[src/sv/ffba_pkg.sv]
`default_nettype none
package ffba_pkg;
   localparam int TableEntries = 256;
   localparam int IdxBits = $clog2(TableEntries);
   localparam int CntBits = $clog2(TableEntries + 1);
   localparam int AddrBits = 32;
   localparam int LenBits = 32;

   typedef enum logic [1:0] {
      CMD_ADD   = 2'd0,
      CMD_ALLOC = 2'd1,
      CMD_FREE  = 2'd2,
      CMD_NONE  = 2'd3
   } cmd_type;

   typedef enum logic [2:0] {
      ST_OK       = 3'd0,
      ST_NOFIT    = 3'd1,
      ST_FULL     = 3'd2,
      ST_NOTFOUND = 3'd3,
      ST_ZERO     = 3'd4
   } status_type;

   typedef struct packed {
      logic                is_free;
      logic [AddrBits-1:0] start;
      logic [LenBits-1:0]  length;
   } entry_type;

   // per-cycle command from the controller to every cell
   typedef struct packed {
      logic                write_new;
      logic                split;
      logic                mark_used;
      logic                mark_free;
      logic [IdxBits-1:0]  target;
      logic [CntBits-1:0]  count;
      entry_type           new_entry;
      logic [LenBits-1:0]  req_len;
      logic [AddrBits-1:0] rem_start;
      logic [LenBits-1:0]  rem_len;
   } ctrl_type;
endpackage
`default_nettype wire

[src/sv/ffba_cell.sv]
`default_nettype none
module ffba_cell (
   input  wire logic                       clock,
   input  wire logic [ffba_pkg::IdxBits-1:0] idx,
   input  wire ffba_pkg::ctrl_type         ctrl,
   input  wire ffba_pkg::entry_type        from_below,
   input  wire logic [ffba_pkg::LenBits-1:0] probe_len,
   input  wire logic [ffba_pkg::AddrBits-1:0] probe_addr,
   output ffba_pkg::entry_type             entry,
   output logic                            fit_hit,
   output logic                            addr_hit
);
   ffba_pkg::entry_type entry_ff, entry_in;
   logic valid;

   assign valid = {1'b0, idx} < ctrl.count;
   assign entry = entry_ff;
   assign fit_hit = valid && entry_ff.is_free && (entry_ff.length >= probe_len);
   assign addr_hit = valid && (entry_ff.start == probe_addr);

   always_comb begin
      entry_in = entry_ff;
      if (ctrl.write_new && idx == ctrl.target) begin
         entry_in = ctrl.new_entry;
      end else if (ctrl.mark_used && idx == ctrl.target) begin
         entry_in.is_free = 1'b0;
      end else if (ctrl.mark_free && idx == ctrl.target) begin
         entry_in.is_free = 1'b1;
      end else if (ctrl.split) begin
         if (idx == ctrl.target) begin
            entry_in.is_free = 1'b0;
            entry_in.length = ctrl.req_len;
         end else if ({1'b0, idx} == {1'b0, ctrl.target} + 1'b1) begin
            entry_in.is_free = 1'b1;
            entry_in.start = ctrl.rem_start;
            entry_in.length = ctrl.rem_len;
         end else if (idx > ctrl.target && {1'b0, idx} <= ctrl.count) begin
            entry_in = from_below;  // shift up one
         end
      end
   end

   always_ff @(posedge clock) begin
      entry_ff <= entry_in;
   end
endmodule
`default_nettype wire
[config.mk]
export PLATFORM = sky130hd
export DESIGN_NAME = ffba_cell
export DESIGN_NICKNAME = d
export VERILOG_FILES = /design/src/sv/ffba_pkg.sv /design/src/sv/ffba_cell.sv
export SDC_FILE = /design/constraint.sdc
export NUM_CORES = 1
export LEC_CHECK = 0
export BUFFER_PORTS_ARGS = -buffer_cell sky130_fd_sc_hd__buf_4
export CELL_PAD_IN_SITES_DETAIL_PLACEMENT = 0
export CELL_PAD_IN_SITES_GLOBAL_PLACEMENT = 1
export CORE_MARGIN = 2
export CORE_UTILIZATION = 26
export CTS_CLUSTER_SIZE = 10
export DETAILED_ROUTE_END_ITERATION = 12
export GPL_TIMING_DRIVEN = 0
export PLACE_DENSITY = 0.87
export SYNTH_ARGS = -nofsm -noshare
export SYNTH_HDL_FRONTEND = slang
export SYNTH_SLANG_ARGS = --single-unit
[constraint.sdc]
create_clock -name clock -period 4.5 [get_ports clock]
set_input_delay 0.225 -clock clock [delete_from_list [all_inputs] [get_ports clock]]
set_output_delay 0.225 -clock clock [all_outputs]
set_load 0.02 [all_outputs]
==> results of run 1 <==
## power groups by stage
stage	sequential [mW]	clock, mW	combinational [mW]
final	0.793	0.713	0.712
after global routing	0.802	0.754	0.776
after CTS	0.795	0.729	0.721
after detailed placement	0.807	0	0.718
after global placement	0.808	0	0.704
after floorplan	0.878	0	0.232
## cell families after synthesis
kind of cell | Yosys count | synth area share, %
adders and majority gates | 49 | 11.2
muxes | 64 | 11.7
AOI/OAI and AO/OA | 148 | 17.0
DFF | 65 | 35.7
xor gates and xnor gates | 38 | 6.37
buffers and inverters | 77 | 5.96
and+or+nand+nor | 126 | 12.0
## layout by cell type (no fill, tap or decap), types with 3 or more instances in the layout
cell / count
o21a_1: 3
clkbuf_1: 21
o21ai_1: 32
a211oi_1: 33
nand4_1: 14
clkbuf_16: 9
nand2_1: 37
nor2_1: 10
mux2i_1: 64
o21ai_0: 5
a21o_1: 8
nor3_1: 8
buf_4: 387
xnor2_1: 35
nor4_1: 4
nor2b_1: 37
nand3_1: 7
o211ai_1: 4
edfxtp_1: 65
and3_1: 3
a21oi_1: 46
buf_6: 4
ha_1: 49
inv_1: 49
## worst paths after layout
kind	from	to	slack, ns	depth (start not counted)
worst min-delay path	ctrl[156]	entry[60]$_DFFE_PP_	0.17	3
worst max-delay path	ctrl[175]	entry[0]$_DFFE_PP_	1.0	10
## cell type report
| type | count | area share [%] |
|---|---|---|
| buffer | 28 | 1.57 |
| tap | 275 | 3.81 |
| inverter | 49 | 2.04 |
| clock inverter | 7 | 0.776 |
| clock buffer | 9 | 2.49 |
| sequential | 65 | 21.6 |
| multi-input combinational | 425 | 35.5 |
| timing repair buffer | 387 | 32.2 |
## layer usage
layer,vias to the layer above,track usage (%),wire (um)
met3,36,5.41,1780
met1,2693,21.1,8330
met4,0,6.33,577
li1,2885,-,-
met2,266,36.1,11800
met5,-,0,0
==> impl_results.md, run 1 <==
- Syn_nets: 936
- Synth top area cells: edfxtp_1 36%, mux2i_1 12%, ha_1 11%
- Synth cell types: 44
- P per Cell Area: 246 nW/um^2
- Flip-flop and latch count after synthesis: 65
- Crit path time final: 3.50 ns
- Comb pwr share: 32.1%
- Max Cap Viol: 0
- Sequential cell area: 1950 sq um
- Diodes inserted: 0
- Vias: 5880
- Vias in the first global route: 5991
- Clock Sinks: 65
- Largest net degree at the start of global routing: 33
- Final net count: 1334
- Vias per inst: 4.72
- First-pass GRT wire length: 32400 um
- CP max stage cell: nor2_4
- Overall Power: 2.22 mW
- Root Buffer: clkbuf_16
- P_sw: 0.655 mW
- H-tree Lvls: 3
- Ys flop type: edfxtp_1
- RSZ-0062 raised after global routing: false
- Post-Syn Instances: 567
- F_max: 286 MHz
- Top-area cell type share of the netlist area: 35.7%
- Setup total negative slack: 0 ns
- Final core occ: 43.4%
- Ys async rst share: 0%
- Final count of negative-setup-slack endpoints: 0
- Initial core utilization: 26.2%
- Slowest stage delay, CP: 0.78 ns
- Synth warnings: 0
- Die H: 149 um
- Total Wirelength: 22500 um
- Area Overhead vs Synth: 65.4%
- Fill count: 2138
- # hold bufs at CTS: 0
- GRT Util Overall: 19.4%
- Placed cell areas: 8740 sq um
- Post-synth EDFFs: 65
- Final hold vios: 0
- Clock Path Buffers: 2
- CTS tree: built
- Most frequent CP cell: clkbuf_1
- CP cell instances: buf_4 -> inv_1 -> ha_1 -> nand4_1 -> or2_2 -> nor2_1 -> clkbuf_1 -> clkbuf_1 -> a21oi_1 -> nor2_4
- Die area: 22200 sq um
- Num CTS Buffers: 9
- CP required: 4.45 ns
- Reg power frac: 35.8%
- DR pass1 iterations: 4
- Initial antenna violation count: 0
- Setup bufs post-CTS: 0
- Critical setup path kind: in -> reg
- Yosys top cell by area: edfxtp_1
- # IOs: 387
- CP Capture Type: flip-flop
- Sw Ratio: 29.5%
- Row count: 53
- Hold/Removal Path Class: in -> reg
- Syn_area_per_cell: 9.63 sq um
- Max FO, Critical Path: 32
- Placed Cells: 1229
- Run status: complete, no violations
- Slew Viols, Final: 0
- Area of the multi-input gates: 3200 sq um
- Seq/Total Area, Yosys: 35.7%
- Top-count cell post-synth: edfxtp_1
- Setup ws final: 0.999 ns
- Die W: 149 um
- Hold WS: 0.168 ns
- Hpwl dp: 19200 um
- Worst slew pin tran: 0.984 ns
- Clock power share: 32.1%
- Critical path arrival: 3.45 ns
- Non-filler instance count after layout: 1245
- Finished layout cell area: 9030 sq um
- Fin crit share: 77.8%
- Core area: 20800 sq um
- Placer Congestion: 0.888
- Overflow after GRT: 0
- Final ANT Viol Nets: 0
- Reg clk slew, reported paths: 0.06 ns
- IO buf count: 386
- Initial DRC Count: 234
- Worst path bufs/invs: 4
- Leak: 3.94 nW
- Relative max-transition margin: 34.2%
- Crit start category: input port
- Delay-heaviest family, CP: simple AND/OR/NAND/NOR gates
- Commonest cells post-synth: 65 x edfxtp_1, 64 x mux2i_1, 49 x ha_1, 49 x inv_1, 46 x a21oi_1
- VDD IR max: 156 uV
- Max reg flops: 65
- Routed WL per cell: 18.0 um
- Synthesized area: 5460 sq um
- Post-route DRC violation count: 0
- Post-CTS Resized: 0
- Int Pwr: 1.56 mW
- Setup WS pre-CTS: 0.627 ns
- Share of cells above drive strength 1: 42.6%
No activity file was read; power rests on OpenSTA's default activity.
==> run 2: changes to the inputs <==
- clock period: 4.5 -> 3 ns (I/O delays scaled with it)
==> run 2 against run 1 <==
- setup slack worse by 0.82 ns
- final cell count grew 0.48%
- core utilization is 0.66 points higher
- largest cell class unchanged
- sequential power up 50%
- die area unchanged
- clock power is 63% higher
- global-route usage about the same
==> impl_results.md, run 2 (synthesized netlist as in run 1, its figures left out) <==
- First-pass GRT wire length: 32300 um (-0.27%)
- Fill count: 2119 (-0.89%)
- Run status: complete, no violations
- Placer Congestion: 0.857 (-3.5%)
- P per Cell Area: 377 nW/um^2 (+54%)
- F_max: 354 MHz
- Area Overhead vs Synth: 67.9%
- # IOs: 387 (unchanged)
- Hold Crit Endpoint: entry[48]$_DFFE_PP_
- Worst path bufs/invs: 1 (-3)
- Crit path time final: 2.83 ns
- Slew Viols, Final: 0 (unchanged)
- VDD IR max: 257 uV (+65%)
- M3 GR Usage: 4.40% (-1.0 points)
- Final count of negative-setup-slack endpoints: 0 (unchanged)
- Met1 GRT Util: 21.4% (+0.24 points)
- Final net count: 1340 (+0.45%)
- Crit start category: flip-flop
- Delay-heaviest family, CP: compound AO/OA/AOI/OAI gates
- Share of cells above drive strength 1: 43.4% (+0.87 points)
- H-tree Lvls: 3 (unchanged)
- Overflow after GRT: 0 (unchanged)
- Worst Hold Depth: 3 (unchanged)
- Setup WS pre-CTS: -0.535 ns (-1.16 ns)
- Critical path arrival: 2.68 ns (-0.77 ns)
- Fin crit share: 94.2%
- Commonest non-fill, non-tap cells in the layout: 390 x buf_4, 65 x edfxtp_1, 64 x mux2i_1
- Clock Path Buffers: 2 (unchanged)
- Max Cap Viol: 0 (unchanged)
- Vias per inst: 4.71 (-0.26%)
- Hpwl dp: 19500 um (+1.4%)
- Max reg flops: 65 (unchanged)
- Final hold vios: 0 (unchanged)
- Core area: 20800 sq um (unchanged)
- CP cell instances: ha_1 -> a21o_1 -> a31oi_2 -> nand2_1 -> or4_4 -> a221oi_2 -> a21oi_1 -> buf_4
- Final ANT Viol Nets: 0 (unchanged)
- Hold/Removal Path Class: in -> reg
- CTS tree: built
- Leak: 4.00 nW (+1.5%)
- Num CTS Buffers: 9 (unchanged)
- Max FO, Critical Path: 2 (-94%)
- Die area: 22200 sq um (unchanged)
- Initial DRC Count: 180 (-23%)
- Diodes inserted: 0 (unchanged)
- IO buf count: 386 (unchanged)
- CP Capture Type: output port
- Vias in the first global route: 6027 (+0.60%)
- Worst slew pin tran: 0.695 ns (-0.289 ns)
- Initial antenna violation count: 0 (unchanged)
- Met2 Use GR: 35.3% (-0.81 points)
- Initial core utilization: 26.2% (unchanged)
- Setup total negative slack: 0 ns (unchanged)
- Row count: 53 (unchanged)
- DR pass1 iterations: 4 (unchanged)
- GRT Util Overall: 19.4% (about the same)
- Total Wirelength: 22600 um (+0.43%)
- Post-route DRC violation count: 0 (unchanged)
- Hold path start: ctrl[144]
- Critical setup path kind: reg -> out
- Clock Sinks: 65 (unchanged)
- Most crowded layer after global routing: met2
- Crit path from: entry[13]$_DFFE_PP_
- Setup ws final: 0.175 ns (-0.824 ns)
- Largest net degree at the start of global routing: 22 (-33%)
- Root Buffer: clkbuf_16
- Slowest stage delay, CP: 0.56 ns (-0.22 ns)
- CP max stage cell: or4_4
- Die W: 149 um (unchanged)
- Commonest non-fill, non-tap cell in the layout: buf_4
- Reg clk slew, reported paths: 0.06 ns (about the same)
- Die H: 149 um (unchanged)
- Relative max-transition margin: 53.3% (+19 points)
- Routed WL per cell: 18.0 um (about the same)
- Vias: 5893 (+0.22%)
- CP required: 2.85 ns (-1.60 ns)
- Stages on worst setup path: 8 (-2)
[run 2: cell types whose count changed in the layout (fill, tap and decap cells not counted), sizes merged]
cell      change
clkinvlp      +1
bufinv        +1
buf           +6
clkinv        -2
[run 2: routing by layer]
| metal | vias up | share of wire, % |
|---|---|---|
| met2 | 270 | 51 |
| met4 | 0 | 3.7 |
| li1 | 2895 | - |
| met5 | - | 0 |
| met3 | 48 | 7.8 |
| met1 | 2680 | 37 |
[run 2: through the flow]
step                util, %  cells  total power, mW  hold slack, ns  area (sq um)
finish                 44.0   1251             3.46          0.0907          9170
detailed placement     42.1   1230             2.30           0.435          8760
CTS                    43.8   1250             3.49          0.0722          9130
floorplan                 -    567             1.67           0.344          5480
global route           44.0   1251             3.63          0.0862          9170
global placement       41.9   1228             2.27           0.429          8720
[run 2: cell type report]
type                       count  area, sq um  share of cell area (%)
buffer                        28          143                    1.56
clock buffer                   9          225                    2.46
clock inverter                 7         93.8                    1.02
inverter                      49          184                    2.01
multi-input combinational    425         3230                    35.2
sequential                    65         1950                    21.3
tap                          275          344                    3.75
timing repair buffer         393         3000                    32.7
[run 2: what timing repair did]
item	in CTS	in global routing
pin swaps	1	1
resized for setup	1	5
endpoints found under the setup margin	39	22
setup buffers	4	1
hold buffers	0	0
[run 2: how the worst max path moves through the flow]
stage / end
finish: fit_hit
floorplan: entry[32]$_DFFE_PP_
global placement: entry[4]$_DFFE_PP_
CTS: fit_hit
detailed placement: entry[11]$_DFFE_PP_
global route: fit_hit
[run 2: where the power goes]
group	switching, mW	internal (mW)	total (mW)
Sequential	0.0694	1.12	1.19
Clock	0.431	0.728	1.16
Combinational	0.503	0.608	1.11
Total	1.00	2.46	3.46
